--- src/rtl/core/thai_sb_pkg.sv ---
// Package for the Thai syllable breaker: field widths, Thai codepoint
// constants, category masks, state and result-kind types, decision struct.
// No dependencies.
package thai_sb_pkg;

    localparam int unsigned CP_W                   = 21;
    localparam int unsigned LEN_W                  = 3;
    localparam int unsigned KIND_W                 = 2;
    localparam int unsigned OFFSET_W               = 13;
    localparam int unsigned THAI_SB_MAX_LINE_BYTES = 4096;

    // Thai codepoints used by the classifier.
    localparam logic [CP_W-1:0] CP_NUL       = 21'h000000;
    localparam logic [CP_W-1:0] CP_V1_FIRST  = 21'h000E40;
    localparam logic [CP_W-1:0] CP_V1_LAST   = 21'h000E44;
    localparam logic [CP_W-1:0] CP_C1_FIRST  = 21'h000E01;
    localparam logic [CP_W-1:0] CP_C1_LAST   = 21'h000E2E;
    localparam logic [CP_W-1:0] CP_NO_NU     = 21'h000E19;
    localparam logic [CP_W-1:0] CP_MO_MA     = 21'h000E21;
    localparam logic [CP_W-1:0] CP_RO_RUA    = 21'h000E23;
    localparam logic [CP_W-1:0] CP_LO_LING   = 21'h000E25;
    localparam logic [CP_W-1:0] CP_WO_WAEN   = 21'h000E27;
    localparam logic [CP_W-1:0] CP_MAI_HAN   = 21'h000E31;
    localparam logic [CP_W-1:0] CP_SARA_I    = 21'h000E34;
    localparam logic [CP_W-1:0] CP_SARA_UU   = 21'h000E39;
    localparam logic [CP_W-1:0] CP_MAITAIKHU = 21'h000E47;
    localparam logic [CP_W-1:0] CP_T_FIRST   = 21'h000E48;
    localparam logic [CP_W-1:0] CP_T_LAST    = 21'h000E4B;
    localparam logic [CP_W-1:0] CP_YO_YAK    = 21'h000E22;
    localparam logic [CP_W-1:0] CP_O_ANG     = 21'h000E2D;
    localparam logic [CP_W-1:0] CP_SARA_AA   = 21'h000E32;
    localparam logic [CP_W-1:0] CP_KO_KAI    = 21'h000E01;
    localparam logic [CP_W-1:0] CP_NGO_NGU   = 21'h000E07;
    localparam logic [CP_W-1:0] CP_DO_DEK    = 21'h000E14;
    localparam logic [CP_W-1:0] CP_BO_BAI    = 21'h000E1A;

    // Category mask, one bit per category in priority order.
    typedef struct packed {
        logic c1;
        logic v1;
        logic c3;
        logic v3;
        logic t;
        logic v2;
        logic c2;
    } t_cat;

    typedef enum logic [2:0] {
        ST_EXPECT = 3'd0,
        ST_AFT_V1 = 3'd1,
        ST_AFT_C1 = 3'd2,
        ST_AFT_C2 = 3'd3,
        ST_AFT_V2 = 3'd4,
        ST_AFT_T  = 3'd5,
        ST_AFT_V3 = 3'd6
    } t_syl_state;

    typedef enum logic [KIND_W-1:0] {
        KIND_BREAK = 2'd0,
        KIND_ERROR = 2'd1,
        KIND_DONE  = 2'd2
    } t_kind;

    typedef struct packed {
        logic                has_result;
        t_kind               kind;
        logic [OFFSET_W-1:0] offset;
        logic                line_end;
    } t_decision;

    // Categories that each syllable state lets through.
    function automatic t_cat accepted_cats(input t_syl_state st);
        t_cat m;
        m = '0;
        unique case (st)
            ST_AFT_V1: m.c1 = 1'b1;
            ST_AFT_C1: m = '1;
            ST_AFT_C2: begin
                m.v2 = 1'b1; m.t = 1'b1; m.v3 = 1'b1; m.c3 = 1'b1;
            end
            ST_AFT_V2: begin
                m = '1; m.c2 = 1'b0; m.v2 = 1'b0;
            end
            ST_AFT_T: begin
                m.c1 = 1'b1; m.v1 = 1'b1; m.c3 = 1'b1; m.v3 = 1'b1;
            end
            ST_AFT_V3: begin
                m.c1 = 1'b1; m.v1 = 1'b1; m.c3 = 1'b1;
            end
            default: begin
                m.c1 = 1'b1; m.v1 = 1'b1;
            end
        endcase
        return m;
    endfunction

endpackage

--- src/rtl/core/thai_sb_in_if.sv ---
// Input channel of the Thai syllable breaker: valid/ready plus one codepoint item.
// Depends on thai_sb_pkg.
interface thai_sb_in_if;
    import thai_sb_pkg::*;

    logic                valid;
    logic                ready;
    logic [CP_W-1:0]     codepoint;
    logic [LEN_W-1:0]    byte_len;
    logic                line_last;

    modport source (output valid, output codepoint, output byte_len, output line_last,
                    input ready);
    modport sink   (input valid, input codepoint, input byte_len, input line_last,
                    output ready);
endinterface

--- src/rtl/core/thai_sb_out_if.sv ---
// Result channel of the Thai syllable breaker: valid/ready plus one result item.
// Depends on thai_sb_pkg.
interface thai_sb_out_if;
    import thai_sb_pkg::*;

    logic                valid;
    logic                ready;
    logic [KIND_W-1:0]   kind;
    logic [OFFSET_W-1:0] offset;
    logic                line_end;

    modport source (output valid, output kind, output offset, output line_end,
                    input ready);
    modport sink   (input valid, input kind, input offset, input line_end,
                    output ready);
endinterface

--- src/rtl/core/thai_sb_classify.sv ---
// Codepoint classifier: maps one codepoint to its Thai category mask.
// Depends on thai_sb_pkg.
module thai_sb_classify (
    input  logic [thai_sb_pkg::CP_W-1:0] i_codepoint,
    output thai_sb_pkg::t_cat            o_cats
);
    import thai_sb_pkg::*;

    logic [CP_W-1:0] c;
    assign c = i_codepoint;

    always_comb begin
        o_cats    = '0;
        o_cats.v1 = (c >= CP_V1_FIRST) && (c <= CP_V1_LAST);
        o_cats.c1 = (c >= CP_C1_FIRST) && (c <= CP_C1_LAST);
        o_cats.c2 = (c == CP_NO_NU) || (c == CP_MO_MA) || (c == CP_RO_RUA) ||
                    (c == CP_LO_LING) || (c == CP_WO_WAEN);
        o_cats.v2 = (c == CP_MAI_HAN) || ((c >= CP_SARA_I) && (c <= CP_SARA_UU)) ||
                    (c == CP_MAITAIKHU);
        o_cats.t  = (c >= CP_T_FIRST) && (c <= CP_T_LAST);
        o_cats.v3 = (c == CP_YO_YAK) || (c == CP_WO_WAEN) || (c == CP_O_ANG) ||
                    (c == CP_SARA_AA);
        o_cats.c3 = (c == CP_KO_KAI) || (c == CP_NGO_NGU) || (c == CP_DO_DEK) ||
                    (c == CP_NO_NU) || (c == CP_BO_BAI) || (c == CP_MO_MA) ||
                    (c == CP_YO_YAK) || (c == CP_WO_WAEN);
    end
endmodule

--- src/rtl/core/thai_sb_fsm.sv ---
// Syllable state machine: holds syllable state, line byte position and the
// skip flag, and decides the result for the item in the input register.
// Depends on thai_sb_pkg.
module thai_sb_fsm #(
    parameter int unsigned MAX_LINE_BYTES = thai_sb_pkg::THAI_SB_MAX_LINE_BYTES
) (
    input  logic                          i_clk,
    input  logic                          i_rst_n,
    input  logic                          i_fire,
    input  logic [thai_sb_pkg::CP_W-1:0]  i_codepoint,
    input  logic [thai_sb_pkg::LEN_W-1:0] i_byte_len,
    input  logic                          i_line_last,
    input  thai_sb_pkg::t_cat             i_cats,
    output thai_sb_pkg::t_decision        o_dec
);
    import thai_sb_pkg::*;

    localparam int unsigned POS_W = $clog2(MAX_LINE_BYTES + 1);
    localparam logic [POS_W:0] MAX_POS = (POS_W + 1)'(MAX_LINE_BYTES);

    t_syl_state       r_state, n_state;
    logic [POS_W-1:0] r_pos,   n_pos;
    logic             r_skip,  n_skip;

    logic [POS_W:0]   w_sum;
    logic [POS_W-1:0] w_end;
    t_cat             w_hit;
    logic             w_mid;

    assign w_sum = {1'b0, r_pos} + (POS_W + 1)'(i_byte_len);
    assign w_end = (w_sum > MAX_POS) ? MAX_POS[POS_W-1:0] : w_sum[POS_W-1:0];
    assign w_hit = i_cats & accepted_cats(r_state);
    assign w_mid = (r_state == ST_AFT_C1) || (r_state == ST_AFT_V2) ||
                   (r_state == ST_AFT_T)  || (r_state == ST_AFT_V3);

    always_ff @(posedge i_clk) begin
        if (!i_rst_n) begin
            r_state <= ST_EXPECT;
            r_pos   <= '0;
            r_skip  <= 1'b0;
        end else if (i_fire) begin
            r_state <= n_state;
            r_pos   <= n_pos;
            r_skip  <= n_skip;
        end
    end

    always_comb begin
        n_state          = r_state;
        n_pos            = r_pos;
        n_skip           = r_skip;
        o_dec.has_result = 1'b0;
        o_dec.kind       = KIND_BREAK;
        o_dec.offset     = OFFSET_W'(w_end);
        o_dec.line_end   = i_line_last;

        if (r_skip) begin
            // Rest of a line after an error or a NUL: only the line end matters.
        end else if (i_codepoint == CP_NUL) begin
            o_dec.has_result = 1'b1;
            o_dec.kind       = KIND_DONE;
            o_dec.offset     = OFFSET_W'(r_pos);
            n_skip           = 1'b1;
        end else if (w_hit == '0) begin
            o_dec.has_result = 1'b1;
            o_dec.kind       = KIND_ERROR;
            n_skip           = 1'b1;
        end else begin
            n_pos = w_end;
            priority if (w_hit.c2) begin
                n_state = ST_AFT_C2;
            end else if (w_hit.v2) begin
                n_state = ST_AFT_V2;
            end else if (w_hit.t) begin
                n_state = ST_AFT_T;
            end else if (w_hit.v3) begin
                n_state = ST_AFT_V3;
            end else if (w_hit.c3) begin
                n_state          = ST_EXPECT;
                o_dec.has_result = 1'b1;
            end else if (w_hit.v1) begin
                n_state          = ST_AFT_V1;
                o_dec.has_result = w_mid;
                o_dec.offset     = OFFSET_W'(r_pos);
            end else begin
                n_state          = ST_AFT_C1;
                o_dec.has_result = w_mid;
                o_dec.offset     = OFFSET_W'(r_pos);
            end
            // The last item of a line reports done past itself instead of a break.
            if (i_line_last) begin
                o_dec.has_result = 1'b1;
                o_dec.kind       = KIND_DONE;
                o_dec.offset     = OFFSET_W'(w_end);
            end
        end

        if (i_line_last) begin
            n_state = ST_EXPECT;
            n_pos   = '0;
            n_skip  = 1'b0;
        end
    end
endmodule

--- src/rtl/core/thai_syllable_breaker.sv ---
// Thai syllable breaker top level: input register, classifier, syllable
// state machine and result register.
// Depends on thai_sb_pkg, thai_sb_in_if, thai_sb_out_if, thai_sb_classify, thai_sb_fsm.
//
// Usage: i_in carries one decoded codepoint per item with its UTF-8 length
// and a last-of-line flag. o_out carries at most one result per item: a
// syllable break, an invalid-character error or a line-done report, each
// with a byte offset and a line-end flag. Items that cause no result simply
// produce nothing on o_out.
// Path: an accepted item sits in the input register and is decided when it
// leaves it; its result then enters the result register and is visible
// on o_out from there on.
// Throughput: one item per cycle while no result waits on a stalled o_out; the
// decide path from the input register to the result register is combinational.
// Reset: i_rst_n (synchronous, active low) clears both valid flags and puts
// the line machine at the start of a syllable with byte position zero.
// Stalls: when o_out.ready is low and a result waits, the input register
// holds its item and i_in.ready stays high only while that register is empty.
module thai_syllable_breaker #(
    parameter int unsigned MAX_LINE_BYTES = thai_sb_pkg::THAI_SB_MAX_LINE_BYTES
) (
    input  logic          i_clk,
    input  logic          i_rst_n,
    thai_sb_in_if.sink    i_in,
    thai_sb_out_if.source o_out
);
    import thai_sb_pkg::*;

    logic                r_in_valid;
    logic [CP_W-1:0]     r_cp;
    logic [LEN_W-1:0]    r_len;
    logic                r_last;

    logic                r_out_valid;
    t_kind               r_kind;
    logic [OFFSET_W-1:0] r_offset;
    logic                r_line_end;

    logic      w_fire;
    t_cat      w_cats;
    t_decision w_dec;

    assign w_fire     = r_in_valid && (!r_out_valid || o_out.ready);
    assign i_in.ready = !r_in_valid || w_fire;

    always_ff @(posedge i_clk) begin
        if (!i_rst_n) begin
            r_in_valid <= 1'b0;
        end else if (i_in.ready) begin
            r_in_valid <= i_in.valid;
        end
    end

    always_ff @(posedge i_clk) begin
        if (i_in.valid && i_in.ready) begin
            r_cp   <= i_in.codepoint;
            r_len  <= i_in.byte_len;
            r_last <= i_in.line_last;
        end
    end

    thai_sb_classify u_classify (
        .i_codepoint (r_cp),
        .o_cats      (w_cats)
    );

    thai_sb_fsm #(
        .MAX_LINE_BYTES (MAX_LINE_BYTES)
    ) u_fsm (
        .i_clk       (i_clk),
        .i_rst_n     (i_rst_n),
        .i_fire      (w_fire),
        .i_codepoint (r_cp),
        .i_byte_len  (r_len),
        .i_line_last (r_last),
        .i_cats      (w_cats),
        .o_dec       (w_dec)
    );

    always_ff @(posedge i_clk) begin
        if (!i_rst_n) begin
            r_out_valid <= 1'b0;
        end else if (w_fire && w_dec.has_result) begin
            r_out_valid <= 1'b1;
        end else if (o_out.ready) begin
            r_out_valid <= 1'b0;
        end
    end

    always_ff @(posedge i_clk) begin
        if (w_fire && w_dec.has_result) begin
            r_kind     <= w_dec.kind;
            r_offset   <= w_dec.offset;
            r_line_end <= w_dec.line_end;
        end
    end

    assign o_out.valid    = r_out_valid;
    assign o_out.kind     = r_kind;
    assign o_out.offset   = r_offset;
    assign o_out.line_end = r_line_end;
endmodule

--- src/flat_wrapper.sv ---
// flat-port wrapper written by rule: the top's interface ports become plain ports
module thai_syllable_breaker_flat import thai_sb_pkg::*;
#(
    parameter int unsigned MAX_LINE_BYTES = thai_sb_pkg::THAI_SB_MAX_LINE_BYTES
)
  (i_clk, i_rst_n, i_in_valid, i_in_codepoint, i_in_byte_len, i_in_line_last, i_in_ready, o_out_valid, o_out_kind, o_out_offset, o_out_line_end, o_out_ready);
  thai_sb_in_if i_in_i ();
  thai_sb_out_if o_out_i ();
  input  logic i_clk;
  input  logic i_rst_n;
  input wire logic [$bits(i_in_i.valid)-1:0] i_in_valid;
  input wire logic [$bits(i_in_i.codepoint)-1:0] i_in_codepoint;
  input wire logic [$bits(i_in_i.byte_len)-1:0] i_in_byte_len;
  input wire logic [$bits(i_in_i.line_last)-1:0] i_in_line_last;
  output wire logic [$bits(i_in_i.ready)-1:0] i_in_ready;
  output wire logic [$bits(o_out_i.valid)-1:0] o_out_valid;
  output wire logic [$bits(o_out_i.kind)-1:0] o_out_kind;
  output wire logic [$bits(o_out_i.offset)-1:0] o_out_offset;
  output wire logic [$bits(o_out_i.line_end)-1:0] o_out_line_end;
  input wire logic [$bits(o_out_i.ready)-1:0] o_out_ready;
  assign i_in_i.valid = i_in_valid;
  assign i_in_i.codepoint = i_in_codepoint;
  assign i_in_i.byte_len = i_in_byte_len;
  assign i_in_i.line_last = i_in_line_last;
  assign i_in_ready = i_in_i.ready;
  assign o_out_valid = o_out_i.valid;
  assign o_out_kind = o_out_i.kind;
  assign o_out_offset = o_out_i.offset;
  assign o_out_line_end = o_out_i.line_end;
  assign o_out_i.ready = o_out_ready;
  thai_syllable_breaker #(.MAX_LINE_BYTES(MAX_LINE_BYTES)) u_core (.i_clk(i_clk), .i_rst_n(i_rst_n), .i_in(i_in_i), .o_out(o_out_i));
endmodule
--- config.mk ---
export PLATFORM = sky130hd
export DESIGN_NAME = thai_syllable_breaker_flat
export DESIGN_NICKNAME = d
export VERILOG_FILES = /design/src/rtl/core/thai_sb_pkg.sv /design/src/rtl/core/thai_sb_in_if.sv /design/src/rtl/core/thai_sb_out_if.sv /design/src/rtl/core/thai_sb_classify.sv /design/src/rtl/core/thai_sb_fsm.sv /design/src/rtl/core/thai_syllable_breaker.sv /design/src/flat_wrapper.sv
export SDC_FILE = /design/constraint.sdc
export NUM_CORES = 1
export LEC_CHECK = 0
export ABC_AREA = 1
export BUFFER_PORTS_ARGS = -buffer_cell sky130_fd_sc_hd__buf_4
export CORE_MARGIN = 2
export CORE_UTILIZATION = 60
export CTS_BUF_LIST = sky130_fd_sc_hd__clkbuf_8
export DETAILED_ROUTE_END_ITERATION = 6
export MAX_ROUTING_LAYER = met4
export PLACE_DENSITY_LB_ADDON = 0.1
export SLEW_MARGIN = 20
export SYNTH_ARGS = -nofsm -noshare
export SYNTH_HDL_FRONTEND = slang
export SYNTH_SLANG_ARGS = --single-unit
--- constraint.sdc ---
create_clock -name i_clk -period 3.4 [get_ports i_clk]
set_input_delay 0.34 -clock i_clk [delete_from_list [all_inputs] [get_ports i_clk]]
set_output_delay 0.34 -clock i_clk [all_outputs]
set_load 0.005 [all_outputs]
Word-level counts from Yosys, hierarchy flattened
Cells that the tools add are included.
{ "word_totals": {"reg_bits": 60, "elab_cells": 127} }
{ "op_classes": {"n_addsub": 1, "magnitude_cmp": 9, "eq_ne": 23, "muxes": 42, "bitwise": 1, "reduce_logical": 39} }
{ "op_table": {"columns": ["operator", "n"], "rows": [
  ["$eq A21 B12 Y1 const B", 14],
  ["$mux W13", 11],
  ["$ge A21 B12 Y1 const B", 4],
  ["$le A21 B12 Y1 const B", 4],
  ["$mux W16", 3],
  ["$mux W3", 9],
  ["$logic_not A21 Y1", 1],
  ["$logic_or A1 B1 Y1", 21],
  ["$mux W1", 16],
  ["$add A13 B3 Y14", 1],
  ["$gt A14 B13 Y1 const B", 1],
  ["$eq A3 B3 Y1 const B", 3],
  ["$and A7 B7 Y7", 1],
  ["$logic_and A1 B1 Y1", 7],
  ["$logic_not A7 Y1", 1],
  ["$eq A3 B2 Y1 const B", 2],
  ["$ne A2 B1 Y1 const B", 3],
  ["$reduce_or A2 Y1", 3],
  ["$reduce_or A5 Y1", 1],
  ["$mux W2", 2],
  ["$pmux W2 S2", 1],
  ["$reduce_and A4 Y1", 1],
  ["$reduce_or A4 Y1", 1],
  ["$eq A3 B1 Y1 const B", 1],
  ["2 further kinds", 3]
]} }

Depth between registers and ports, before layout
{ "depth": {"word_depth": 20, "mapped_depth": 19} }

By module
From an unflattened synthesis, not the netlist that was laid out.
{ "hier_totals": {"cells_unflattened": 493, "hier_area_um2": 3689.8} }
{ "by_module_without_submodules": {"columns": ["mod", "instances", "cells_each", "area_each_um2", "seq_area_each_um2"], "rows": [
  ["thai_sb_fsm", 1, 284, 1631.6, 340.3],
  ["thai_syllable_breaker", 1, 58, 1338.8, 1271.2],
  ["thai_sb_classify", 1, 151, 719.4, 0.0]
]} }

Worst setup path after synthesis
Ideal clock, no wire load.
{ "synth_timing": {"path_type": "reg-to-reg", "from": "register u_core.r_len[0]", "to": "register u_core.r_offset[6], in the netlist u_core.o_out.offset[6] (data pin)", "setup_ns": 0.253, "t_arrival_ns": 2.078, "path_slack_ns": 1.069, "path_stages_with_launch": 15, "n_path_buf": 1, "synth_period_minus_slack_ns": 2.331, "cell_sequence": "edfxtp_1 -> ha_1 -> fa_1 -> nand2_1 -> a21oi_2 -> nand3_1 -> nor2_1 -> xor2_1 -> o21ai_1 -> nand2_2 -> buf_6 -> nand2_1 -> nand2_1 -> o21ai_1 -> inv_1"} }
{ "synth_rtl": {"columns": ["item", "line", "text"], "rows": [
  ["start: declaration", "thai_syllable_breaker.sv:31", "logic [LEN_W-1:0] r_len;"],
  ["start signal: assignment", "thai_syllable_breaker.sv:57", "r_len <= i_in.byte_len;"],
  ["end signal: assignment", "thai_syllable_breaker.sv:93", "r_offset <= w_dec.offset;"],
  ["end: declaration", "thai_syllable_breaker.sv:36", "logic [OFFSET_W-1:0] r_offset;"]
]} }

==> results.toml <==
[routing]
drtIter0Drc = 318
viasPerCell = 5.50
first_pass_iters = 5
wirelength_mm = 7.99
drc = 0
wire_per_inst_um = 13.8
detail-route-antenna-nets = 0
vias = 3190

[timing]
hold_ws_ns = 0.179
rsz0062_at_grt = "no"
fmax_mhz = 370
fin_crit_sh_pct = 79.5
final-setup-viol-count = 0
fin_worst_skew_ns = 0.00950
slew_violations = 0
final_hold_viol_count = 0
max_slew_margin_pct = 33.1
tightestPinTransition_ns = 1.00
tns_ns = 0
post-route-min-period_ns = 2.70

[layout]
antenna_cells = 0
finalNetCount = 534
drive_above_1_share_pct = 27.9
final_core_util_pct = 71.5
final_cells = 580
area_growth_pct = 13.3
design_area_um2 = 4280

[clocking]
tritoncts = "yes"
clkTransAtPathRegs_ns = 0.07
cts_buffer_depth = 2
postCtsSetupBuffers = 0
root_buffer = "clkbuf_8"
numCtsBuffers = 9
cts_sinks = 60
cts_resized = 0
insertion_delay_ns = 0.33
htreeDepth = 3
ctsHoldBuffers = 0

[die]
die_h_um = 83.4
num_rows = 28
coreArea_um2 = 5990
die_area_um2 = 6950
ios = 47
chipWidth_um = 83.4
start_util_pct = 63.1

[critical_path]
cp_max_fo = 13
cp-start-kind = "flip-flop"
crit_buf_inv = 0
critPathMostFrequentCell = "nand3_1"
worstPathArrival_ns = 2.77
cp_slowest_stage_delay_ns = 0.39
cp-end-kind = "flip-flop"
critical-path-top-delay-family = "simple AND/OR/NAND/NOR gates"
critPathKind = "reg2reg"
critPathRequiredTime_ns = 3.46
worst_path_max_delay_cell = "dfxtp_1"
crit_chain = "ha_1, fa_1, nand2_1, a21oi_2, nand3_1, o21ai_0, nand2_1, nand3_1, nor2_1, nand3_1, nand2_2, nand2_1, nand2_1, nand3_1, nand3_1"

[logic_synthesis]
synth_ff_type = "edfxtp_1"
yosysWarningCount = 0
synthesis.area_um2 = 3780
async_reset_ff_share_pct = 0
synth_largest_area_cell = "edfxtp_1"
yosys-top-cells-area = "edfxtp_1 33%, nand2_1 10%, dfxtp_1 10%"
synth_nets = 486
synth.distinct_cells = 39
synth_cells = 452
ys_seq_area_share_pct = 42.6
synth_common_cells = "102 x nand2_1, 46 x inv_1, 46 x nand3_1"
synth_top_area_share_pct = 32.6
syn_avg_cell_area_um2 = 8.37
synth-edff-count = 41
ys_seq_elements = 60
yosysMostFrequentCell = "nand2_1"

[power]
clockPowerShare_pct = 34.7
p_int_mw = 1.13
max-vdd-ir-drop_v = 0.000305
power_frac_comb_pct = 10.4
p_switching_uw = 405
share_seq_of_total_power_pct = 54.8
p_leak_nw = 1.90
powerDensity_nw_per_um2 = 358
p_sw_share_pct = 26.4

[global_routing]
grt_pass1_wl_mm = 13.2
antenna_found_initial = 0
grtUsageTotal_pct = 24.4
grt_pass1_vias = 2955
grt_max_degree = 26
grt_overflow_total = 0

[placed_design]
placed_area_um2 = 4130
port_buffers = 46
place_congestion = 0.998
dp_hpwl_mm = 5.75
dp.cells = 564

[status]
status = "completed"

[min_path]
hold_class = "in2reg"

[job]
maxCapViolations = 0
## sequential cells by signal (all words and copies together), names as in the netlist
signal and count:
u_core.u_fsm.r_pos 13, u_core.o_out.line_end 1, u_core.o_out.offset 13, u_core.o_out.valid 1, u_core.u_fsm.r_skip 1, u_core.r_cp 21, u_core.r_last 1, u_core.o_out.kind 2
u_core.r_len 3, u_core.r_in_valid 1, u_core.u_fsm.r_state 3
## worst register-to-register path, cell delays in order (launching register included)
cell,delay [ns]
dfxtp_1,0.39
ha_1,0.24
fa_1,0.23
nand2_1,0.07
a21oi_2,0.18
nand3_1,0.14
o21ai_0,0.27
nand2_1,0.11
nand3_1,0.08
nor2_1,0.05
nand3_1,0.09
nand2_2,0.19
nand2_1,0.15
nand2_1,0.06
nand3_1,0.06
nand3_1,0.11
## cells in the final DEF (no fill, tap or decap), drive strengths merged
| master | count |
|---|---|
| a21oi | 16 |
| buf | 46 |
| nor3 | 8 |
| nor2 | 55 |
| and3 | 1 |
| fa | 1 |
| and2 | 1 |
| nand4 | 12 |
| xor2 | 6 |
| nor4 | 1 |
| xnor2 | 1 |
| o21ai | 36 |
| dfxtp | 19 |
| clkinv | 4 |
| clkbuf | 9 |
| edfxtp | 41 |
| clkinvlp | 2 |
| ha | 4 |
| inv | 58 |
| nand3b | 1 |
| o31ai | 1 |
| nand2 | 125 |
| nand3 | 57 |
## cell families (layout without fill, tap and decap cells)
family                     Yosys count  count (layout)  synth area share [%]
and+or+nand+nor                    261             261                  36.5
buffers and inverters               66             119                  8.27
DFF                                 60              60                  42.6
AOI/OAI and AO/OA                   53              53                  9.20
xor gates and xnor gates             7               7                  1.62
adders and majority gates            5               5                  1.85
## path summary, 6_finish.rpt
check,from,to,slack (ns),cells past startpoint
hold reg to reg,u_core.u_fsm.r_pos[2]$_SDFFE_PN0P_,u_core.u_fsm.r_pos[2]$_SDFFE_PN0P_,0.51,2
hold / removal,i_in_byte_len[0],u_core.r_len[0]$_DFFE_PP_,0.18,1
setup / recovery,u_core.u_fsm.r_pos[0]$_SDFFE_PN0P_,u_core.o_out.offset[0]$_DFFE_PP_,0.70,15
setup reg to reg,u_core.u_fsm.r_pos[0]$_SDFFE_PN0P_,u_core.o_out.offset[0]$_DFFE_PP_,0.70,15
## stage by stage
step	setup slack (ns)	power (mW)
after floorplan	1.07	0.958
final	0.696	1.53
after global routing	0.396	1.59
after CTS	0.714	1.53
after detailed placement	0.727	1.02
after global placement	0.783	1.01
## final cells by class
| type | instances | area [um2] |
|---|---|---|
| timing repair buffer | 46 | 345 |
| inverter | 57 | 216 |
| clock buffer | 9 | 124 |
| multi-input combinational | 326 | 1860 |
| sequential | 60 | 1610 |
| tap | 75 | 93.8 |
| fill | 449 | 1710 |
| clock inverter | 7 | 35.0 |
## per-layer routing
| metal | share of wire, % | vias up | GRT usage (%) |
|---|---|---|---|
| li1 | - | 1603 | - |
| met1 | 46 | 1445 | 33.5 |
| met2 | 46 | 134 | 35.6 |
| met3 | 7.0 | 8 | 4.57 |
| met4 | 1.0 | 0 | 10.3 |
| met5 | 0 | - | - |
## power by group through the flow
stage / registers [mW] / logic, mW / clock network, mW
after detailed placement: 0.857 / 0.158 / 0
after floorplan: 0.849 / 0.109 / 0
after global placement: 0.856 / 0.157 / 0
final: 0.841 / 0.160 / 0.533
after CTS: 0.841 / 0.159 / 0.535
after global routing: 0.844 / 0.177 / 0.569
Note: power is estimated with default switching activity, not from simulation.
